`src/design/sms_pkg.sv`:
```
package sms_pkg;

    // item commands
    localparam logic [1:0] CMD_WRITE = 2'd0;
    localparam logic [1:0] CMD_START = 2'd1;
    localparam logic [1:0] CMD_STEP  = 2'd2;

    // opcodes
    localparam logic [15:0] OP_HALT  = 16'd0;
    localparam logic [15:0] OP_ADD   = 16'd1;
    localparam logic [15:0] OP_DOT   = 16'd2;
    localparam logic [15:0] OP_MPY   = 16'd3;
    localparam logic [15:0] OP_SUB   = 16'd4;
    localparam logic [15:0] OP_UNLK  = 16'd5;
    localparam logic [15:0] OP_CMP   = 16'd6;
    localparam logic [15:0] OP_BAD   = 16'd7;
    localparam logic [15:0] OP_CALL  = 16'd8;
    localparam logic [15:0] OP_EXIT  = 16'd9;
    localparam logic [15:0] OP_INT   = 16'd10;
    localparam logic [15:0] OP_JMP   = 16'd11;
    localparam logic [15:0] OP_JZR   = 16'd12;
    localparam logic [15:0] OP_LINK  = 16'd13;
    localparam logic [15:0] OP_LOAD  = 16'd14;
    localparam logic [15:0] OP_STORE = 16'd15;

    // error codes
    localparam logic [1:0] ERR_NONE   = 2'd0;
    localparam logic [1:0] ERR_OPCODE = 2'd1;
    localparam logic [1:0] ERR_STACK  = 2'd2;
    localparam logic [1:0] ERR_CODE   = 2'd3;

    typedef enum logic [1:0] {
        ST_IDLE,
        ST_READ,
        ST_FRAME,
        ST_EXEC
    } sms_state_t;

    typedef struct packed {
        logic [1:0]         command;
        logic [9:0]         code_address;
        logic signed [15:0] code_word;
    } sms_req_t;

    typedef struct packed {
        logic [9:0]         program_counter_out;
        logic [10:0]        stack_pointer_out;
        logic signed [15:0] print_value;
        logic               print_valid;
        logic               halted;
        logic [1:0]         error_code;
    } sms_rsp_t;

    // outcome flags of one instruction
    typedef struct packed {
        logic [1:0]  error_code;
        logic        halted;
        logic        print_valid;
        logic [15:0] print_value;
    } sms_status_t;

endpackage

```
`src/design/sms_alu.sv`:
```
module sms_alu
    import sms_pkg::*;
#(
    parameter int CODE_DEPTH  = 1024,
    parameter int STACK_DEPTH = 1024,
    parameter int CAW         = $clog2(CODE_DEPTH),
    parameter int SPW         = $clog2(STACK_DEPTH + 1),
    parameter int SAW         = $clog2(STACK_DEPTH)
)
(
    input  logic [15:0]     code_op,
    input  logic [15:0]     code_arg,
    input  logic [15:0]     top_value,
    input  logic [15:0]     second_value,
    input  logic [15:0]     frame_value,
    input  logic [CAW-1:0]  pc,
    input  logic [SPW-1:0]  sp,
    input  logic [SAW-1:0]  fp,
    output logic [SAW-1:0]  frame_addr,
    output sms_status_t     status,
    output logic [CAW-1:0]  pc_new,
    output logic [SPW-1:0]  sp_new,
    output logic [SAW-1:0]  fp_new,
    output logic            wr_en,
    output logic [SAW-1:0]  wr_addr,
    output logic [15:0]     wr_data
);

    localparam int MW = (CAW > SPW) ? CAW : SPW;
    localparam int XW = ((MW > 16) ? MW : 16) + 3;

    localparam logic signed [XW-1:0] ZERO_X = XW'(0);
    localparam logic signed [XW-1:0] ONE_X  = XW'(1);
    localparam logic signed [XW-1:0] TWO_X  = XW'(2);
    localparam logic signed [XW-1:0] CD_X   = XW'(CODE_DEPTH);
    localparam logic signed [XW-1:0] SD_X   = XW'(STACK_DEPTH);

    logic signed [XW-1:0] pc_x;
    logic signed [XW-1:0] sp_x;
    logic signed [XW-1:0] fp_x;
    logic signed [XW-1:0] arg_x;
    logic signed [XW-1:0] fa_x;
    logic signed [XW-1:0] npc_x;
    logic signed [XW-1:0] nsp_x;
    logic signed [XW-1:0] nfp_x;
    logic signed [XW-1:0] waddr_x;
    logic                 fa_ok;
    logic                 has_arg;
    logic                 unknown;
    logic                 stack_err;
    logic                 wen;
    logic                 pvalid;
    logic [15:0]          pval;
    logic [15:0]          wval;
    logic [1:0]           err;
    logic                 halt;

    assign pc_x  = XW'(pc);
    assign sp_x  = XW'(sp);
    assign fp_x  = XW'(fp);
    assign arg_x = XW'($signed(code_arg));

    // UNLK reads the saved frame link, LOAD and STORE a frame slot
    assign fa_x       = (code_op == OP_UNLK) ? fp_x : (fp_x + arg_x);
    assign fa_ok      = (fa_x >= ZERO_X) && (fa_x < SD_X);
    assign frame_addr = fa_x[SAW-1:0];

    assign has_arg = (code_op >= OP_CALL) && (code_op <= OP_STORE);
    assign unknown = (code_op == OP_BAD) || (code_op > OP_STORE);

    always_comb
    begin
        err       = ERR_NONE;
        halt      = 1'b0;
        pvalid    = 1'b0;
        pval      = 16'd0;
        wen       = 1'b0;
        waddr_x   = ZERO_X;
        wval      = 16'd0;
        npc_x     = pc_x + ONE_X;
        nsp_x     = sp_x;
        nfp_x     = fp_x;
        stack_err = 1'b0;
        if (code_op == OP_HALT)
        begin
            halt = 1'b1;
        end
        else if (unknown)
        begin
            err = ERR_OPCODE;
        end
        else if (has_arg && (pc_x + ONE_X >= CD_X))
        begin
            err = ERR_CODE;
        end
        else
        begin
            if (has_arg)
            begin
                npc_x = pc_x + TWO_X;
            end
            case (code_op)
                OP_ADD, OP_MPY, OP_SUB, OP_CMP:
                begin
                    stack_err = sp_x < TWO_X;
                    waddr_x   = sp_x - TWO_X;
                    wen       = 1'b1;
                    nsp_x     = sp_x - ONE_X;
                    if (code_op == OP_ADD)
                    begin
                        wval = top_value + second_value;
                    end
                    else if (code_op == OP_MPY)
                    begin
                        wval = top_value * second_value;
                    end
                    else if (code_op == OP_SUB)
                    begin
                        wval = second_value - top_value;
                    end
                    else
                    begin
                        wval = {15'd0, $signed(second_value) < $signed(top_value)};
                    end
                end
                OP_DOT:
                begin
                    stack_err = sp_x < ONE_X;
                    pval      = top_value;
                    pvalid    = 1'b1;
                    nsp_x     = sp_x - ONE_X;
                end
                OP_UNLK:
                begin
                    nfp_x     = XW'(frame_value);
                    stack_err = XW'(frame_value) >= SD_X;
                    nsp_x     = fp_x;
                end
                OP_CALL:
                begin
                    stack_err = sp_x >= SD_X;
                    waddr_x   = sp_x;
                    wval      = 16'(pc_x + TWO_X);
                    wen       = 1'b1;
                    nsp_x     = sp_x + ONE_X;
                    npc_x     = XW'(code_arg);
                end
                OP_EXIT:
                begin
                    npc_x     = XW'(top_value);
                    nsp_x     = sp_x - ONE_X - arg_x;
                    stack_err = (sp_x < ONE_X) || (nsp_x < ZERO_X) || (nsp_x > SD_X);
                end
                OP_INT:
                begin
                    stack_err = sp_x >= SD_X;
                    waddr_x   = sp_x;
                    wval      = code_arg;
                    wen       = 1'b1;
                    nsp_x     = sp_x + ONE_X;
                end
                OP_JMP:
                begin
                    npc_x = pc_x + TWO_X + arg_x;
                end
                OP_JZR:
                begin
                    stack_err = sp_x < ONE_X;
                    if (top_value == 16'd0)
                    begin
                        npc_x = pc_x + TWO_X + arg_x;
                    end
                    nsp_x = sp_x - ONE_X;
                end
                OP_LINK:
                begin
                    waddr_x   = sp_x;
                    wval      = 16'(fp_x);
                    wen       = 1'b1;
                    nfp_x     = sp_x;
                    nsp_x     = sp_x + ONE_X + arg_x;
                    stack_err = (sp_x >= SD_X) || (nsp_x < ZERO_X) || (nsp_x > SD_X);
                end
                OP_LOAD:
                begin
                    stack_err = (sp_x >= SD_X) || !fa_ok;
                    waddr_x   = sp_x;
                    wval      = frame_value;
                    wen       = 1'b1;
                    nsp_x     = sp_x + ONE_X;
                end
                OP_STORE:
                begin
                    stack_err = (sp_x < ONE_X) || !fa_ok;
                    waddr_x   = fa_x;
                    wval      = top_value;
                    wen       = 1'b1;
                    nsp_x     = sp_x - ONE_X;
                end
                default:
                begin
                    stack_err = 1'b0;
                end
            endcase
            // stack faults take precedence over a bad jump target
            if (stack_err)
            begin
                err = ERR_STACK;
            end
            else if ((npc_x < ZERO_X) || (npc_x >= CD_X))
            begin
                err = ERR_CODE;
            end
        end
    end

    assign status.error_code  = err;
    assign status.halted      = halt;
    assign status.print_valid = pvalid && (err == ERR_NONE);
    assign status.print_value = (pvalid && (err == ERR_NONE)) ? pval : 16'd0;

    assign pc_new  = npc_x[CAW-1:0];
    assign sp_new  = nsp_x[SPW-1:0];
    assign fp_new  = nfp_x[SAW-1:0];
    assign wr_en   = wen && (err == ERR_NONE) && !halt;
    assign wr_addr = waddr_x[SAW-1:0];
    assign wr_data = wval;

endmodule

```
`config.mk`:
```
export PLATFORM = sky130hd
export DESIGN_NAME = sms_alu
export DESIGN_NICKNAME = d
export VERILOG_FILES = /design/src/design/sms_pkg.sv /design/src/design/sms_alu.sv
export SDC_FILE = /design/constraint.sdc
export NUM_CORES = 1
export LEC_CHECK = 0
export ABC_AREA = 0
export BUFFER_PORTS_ARGS = -buffer_cell sky130_fd_sc_hd__buf_2
export CORE_MARGIN = 5
export CORE_UTILIZATION = 55
export DETAILED_ROUTE_END_ITERATION = 6
export GPL_TIMING_DRIVEN = 1
export PLACE_DENSITY = 0.86
export SLEW_MARGIN = 20
export SYNTH_ARGS = -nofsm -noshare
export SYNTH_HDL_FRONTEND = slang
export SYNTH_SLANG_ARGS = --single-unit
```
`constraint.sdc`:
```
create_clock -name vclk -period 4.7
set_clock_uncertainty 0.15 [all_clocks]
set_input_delay 0 -clock vclk [all_inputs]
set_output_delay 0 -clock vclk [all_outputs]
set_load 0.005 [all_outputs]
```
Word level (Yosys, flattened, before mapping). Index checks and enable logic that the tools add are counted. Widths: inputs -> output; s select.

$mul: 1. Muxes and demuxes: 52. Reductions and logical operators: 26. $lt $le $gt $ge: 17. Add/sub/neg operators: 11. Eq/ne operators: 15.

Operator list (count): $mux 16 (11); $eq 16x4->1 const B (8); $pmux 16 s6 (1); $mux 19 (5); $mux 10 (9); $pmux 19 s4 (1); $eq 16x3->1 const B (4); $pmux 11 s5 (1); $mux 11 (4); $gt 17x12->1 const B (2); $lt 17x1->1 const B (2); $eq 16x2->1 const B (2); $logic_not 16->1 (2); $pmux 10 s3 (1); $ge 11x11->1 const B (2); $pmux 10 s2 (1); $ge 19x1->1 const B (1); $ge 19x12->1 const B (1); $lt 19x1->1 const B (1); $lt 19x12->1 const B (1); $add 11x16->17 (1); $add 12x16->17 (1); $add 13x16->17 (1); $sub 12x16->17 (1); 28 further kinds (58).

Input port bits: 111. Word-level logic and storage cells: 122. Register bits: 0.

Depth between registers and ports, before layout.
Depth after elaboration: 18. Depth in mapped cells: 23. Depth with buffers taken out: 22.

Worst setup path before layout. Ideal clock, no wire load.

Path kind: input port to output port. From: input top_value[5]. To: output wr_data[12]. Data arrival time: 4.974 ns. Setup slack: -0.424 ns. Cell stages on the path: 21. Data required time: 4.550 ns. Path buffers: 1. Cells stage by stage: clkbuf_1 > nand2_1 > fa_1 > inv_1 > fa_1 > inv_1 > fa_1 > fa_1 > inv_1 > fa_1 > inv_1 > fa_1 > inv_1 > ha_1 > and3_1 > a21oi_1 > nand3b_1 > xor2_1 > a221o_1 > o21ai_0 > a21oi_1.

Longest elaborated chain between the ends: 8. Elaborated cells between the ends (all ways): 10. Classes of those cells: 2 x add/sub; 1 x mul; 7 x mux.

RTL lines: start, declared (line sms_alu.sv:13) `input logic [15:0] top_value,`; branches (longest 3 deep; another with $mul 16x16->16); $mux 16 (*) (line sms_alu.sv:109) `if (code_op == OP_ADD)`; $pmux 16 s6 (*) (line sms_alu.sv:102) `case (code_op)`; $mux 16 (*) (line sms_alu.sv:92) `else if (has_arg && (pc_x + ONE_X >= CD_X))`; $mux 16 (*) (line sms_alu.sv:88) `else if (unknown)`; $mux 16 (*) (line sms_alu.sv:84) `if (code_op == OP_HALT)`; end, declared (line sms_alu.sv:26) `output logic [15:0] wr_data`.

Every way passes the cells marked *.

Worst setup path in the final report.
From: input top_value[6]. To: output wr_data[12].

The elaborated chain is that of the path after synthesis.

==> flow_summary.ini <==
[global_routing]
grt_start_max_net_pins = 32
track_usage_pct = 42.7
grt_pass1_wl_um = 81400
grt_overflow_total = 0
grt_pass1_vias = 14500
antenna_found_initial = 2

[layout]
nClkBuffers = 0
areaGrowthSynthToFinish_pct = 25.0
final_core_util_pct = 69.2
final_common_cell = nand2_1
nets = 2242
final.fill_count = 1656
regArea_um2 = 0
seq_cells = 0
layoutNonFillerInstCount = 2183
most-common-layout-cells = nand2_1, buf_2, inv_1
drive_gt1_share_pct = 24.9
fin_area_um2 = 14400

[timing]
slew_violations = 0
setup-tns-final_ns = -3.40
finalHoldViolations = 0
fin_crit_ns = 5.38
rsz0062_at_grt = true
timing.final.crit_share_pct = 114
tightest_slew_ns = 1.23
worst_slack_ns = -0.680
slew_headroom_pct = 17.8
hold_slack_ns = 0.193
timing.fmax_ghz = 0.186
setup_viol = 8

[power_and_ir_drop]
power_density_nw_per_um2 = 417
p_switching_mw = 3.32
vdd_drop_max_mv = 0.690
power_mw = 6.01
internal_power_mw = 2.69
power.share.combinational_pct = 100.0
power.leakage_nw = 6.67
power_frac_seq_pct = 0
clockPowerShare_pct = 0
p_sw_share_pct = 55.3

[status]
status = complete, but fails checks
violations = DRC, setup timing

[run]
drv_cap = 0

[drt]
viasPerCell = 6.87
ant_nets = 0
num_vias = 15000
drt-total-wl_um = 55100
detail_route.wl_per_cell_um = 25.2
dr.pass1.iters = 7
initialDrtViolationCount = 2469
drc = 20

[yosys]
synth.top_cells.by_area = fa_1, ha_1, nand2_1, inv_1, xnor2_1
post_synth_num_cell_types = 87
yosysWarnings = 0
syn_nets = 1992
syn_area_um2 = 11500
synth_top_cell_area_share_pct = 15.0
synthCells = 1659
avgSynthCellArea_um2 = 6.94
synth.yosys.seq_area_share_pct = 0
yosysTopAreaCell = fa_1

[placed_design]
place_congestion = 1.07
placedInstanceArea_um2 = 13500
io_buffers = 199
pre_cts_slack_ns = -0.704
place_inst = 2168
hpwlAfterDp_um = 41600

[die]
pin_count = 199
die_h_um = 155
rows = 53
start_util_pct = 55.3
chipWidth_um = 155
die-area_um2 = 23900
core_area_um2 = 20800

[hold_path]
worstHoldEndpoint = pc_new[7]
min_path_cells = 3
min-delay-path-class = input pin to output port
min_from = pc[7]

[worst_setup_path]
cp.arrival_ns = 5.23
worstSetupPathType = input pin to output port
crit_path_end_kind = output port
cp_max_fo = 7
startpoint = top_value[6]
cp.required_ns = 4.55
worstSetupStartpointType = input pin

[clock_tree]
cts-hold-fix-buffers = 0
[repair_timing]
| item | in CTS | in global routing |
|---|---|---|
| endpoints found under the hold margin | 0 | 0 |
| buffers inserted | 14 | 4 |
| gates resized for setup | 128 | 44 |
| endpoints found under the setup margin | 9 | 9 |
| pin swaps | 78 | 44 |
[cell usage after synthesis, types with 6 or more instances]
cell type  instances
o21ai_0          103
a22oi_1           18
ha_1             136
xor2_1            40
nor4_2             8
nor2b_1           16
nand2_1          199
nand4_1           11
mux2i_1           11
and2_1            55
nor3_1            40
a221o_1            6
o31ai_1           10
xnor2_1           71
o21bai_1          12
o211ai_1          16
nand2b_1          26
clkbuf_1          79
buf_1              8
o22ai_1           13
o221ai_1           8
a21oi_1           93
or3_1             15
inv_1            184
a211oi_1           9
a31oi_1           22
and3_1            17
nor2_1           128
o21a_1            12
a221oi_1          23
nand3_1           27
o2111ai_1          7
a222oi_1          11
fa_1              86
a21o_1            14
nor4_1            20
[final cells by class]
type               count  area (um2)  area share [%]
multi-input cells   1383       11100            77.0
repair buffers       339        2270            15.8
inverters            185         694            4.82
well taps            275         344            2.39
diodes                 1        2.50          0.0174
[worst max path at each step]
stage | end | slack (ns) | depth (start not counted)
floorplan | wr_data[12] | -0.01 | 21
detailed placement | wr_data[14] | -0.70 | 19
CTS | wr_data[15] | -0.45 | 22
finish | wr_data[12] | -0.68 | 22
global placement | wr_data[14] | -0.52 | 23
global route | wr_data[12] | -0.78 | 22
[power groups by stage]
stage	clock network (mW)	logic, mW	registers [mW]
final	0.0000000285	6.01	0
after CTS	0	4.76	0
after global routing	0.0000000285	6.21	0
after floorplan	0	2.46	0
after global placement	0	3.86	0
after detailed placement	0	4.02	0
[cell families (layout without fill, tap and decap cells)]
family,Yosys count,in the layout,share of synthesized area [%]
other,0,1,0
AO/OA/AOI/OAI,441,441,25.8
adder cells (fa/ha/maj),222,222,29.7
buffers and inverters,276,524,9.12
AND/OR/NAND/NOR,595,595,25.7
XOR/XNOR,111,111,8.44
multiplexers,14,14,1.25
[metal layers]
layer	routed length (um)	up-vias	GRT usage (%)	share of wire, %
li1	-	6340	-	-
met5	0	-	0	0
met2	22500	1457	64.5	41
met3	8640	402	12.8	16
met4	4360	0	21.3	7.9
met1	19600	6807	55.3	35
[critical path, cell delays in order]
cell and delay, ns:
buf_12 0.11, nand2_1 0.12, fa_1 0.57, inv_1 0.07, fa_1 0.49, inv_1 0.06, fa_1 0.48, fa_1 0.50
inv_1 0.06, fa_1 0.52, inv_2 0.05, fa_1 0.52, inv_2 0.06, ha_4 0.26, and3_4 0.16, a21oi_4 0.16
nand3b_1 0.15, xor2_2 0.27, a221o_1 0.20, o21ai_1 0.06, a21oi_1 0.19, buf_2 0.15
Note: power is estimated with default switching activity, not from simulation.
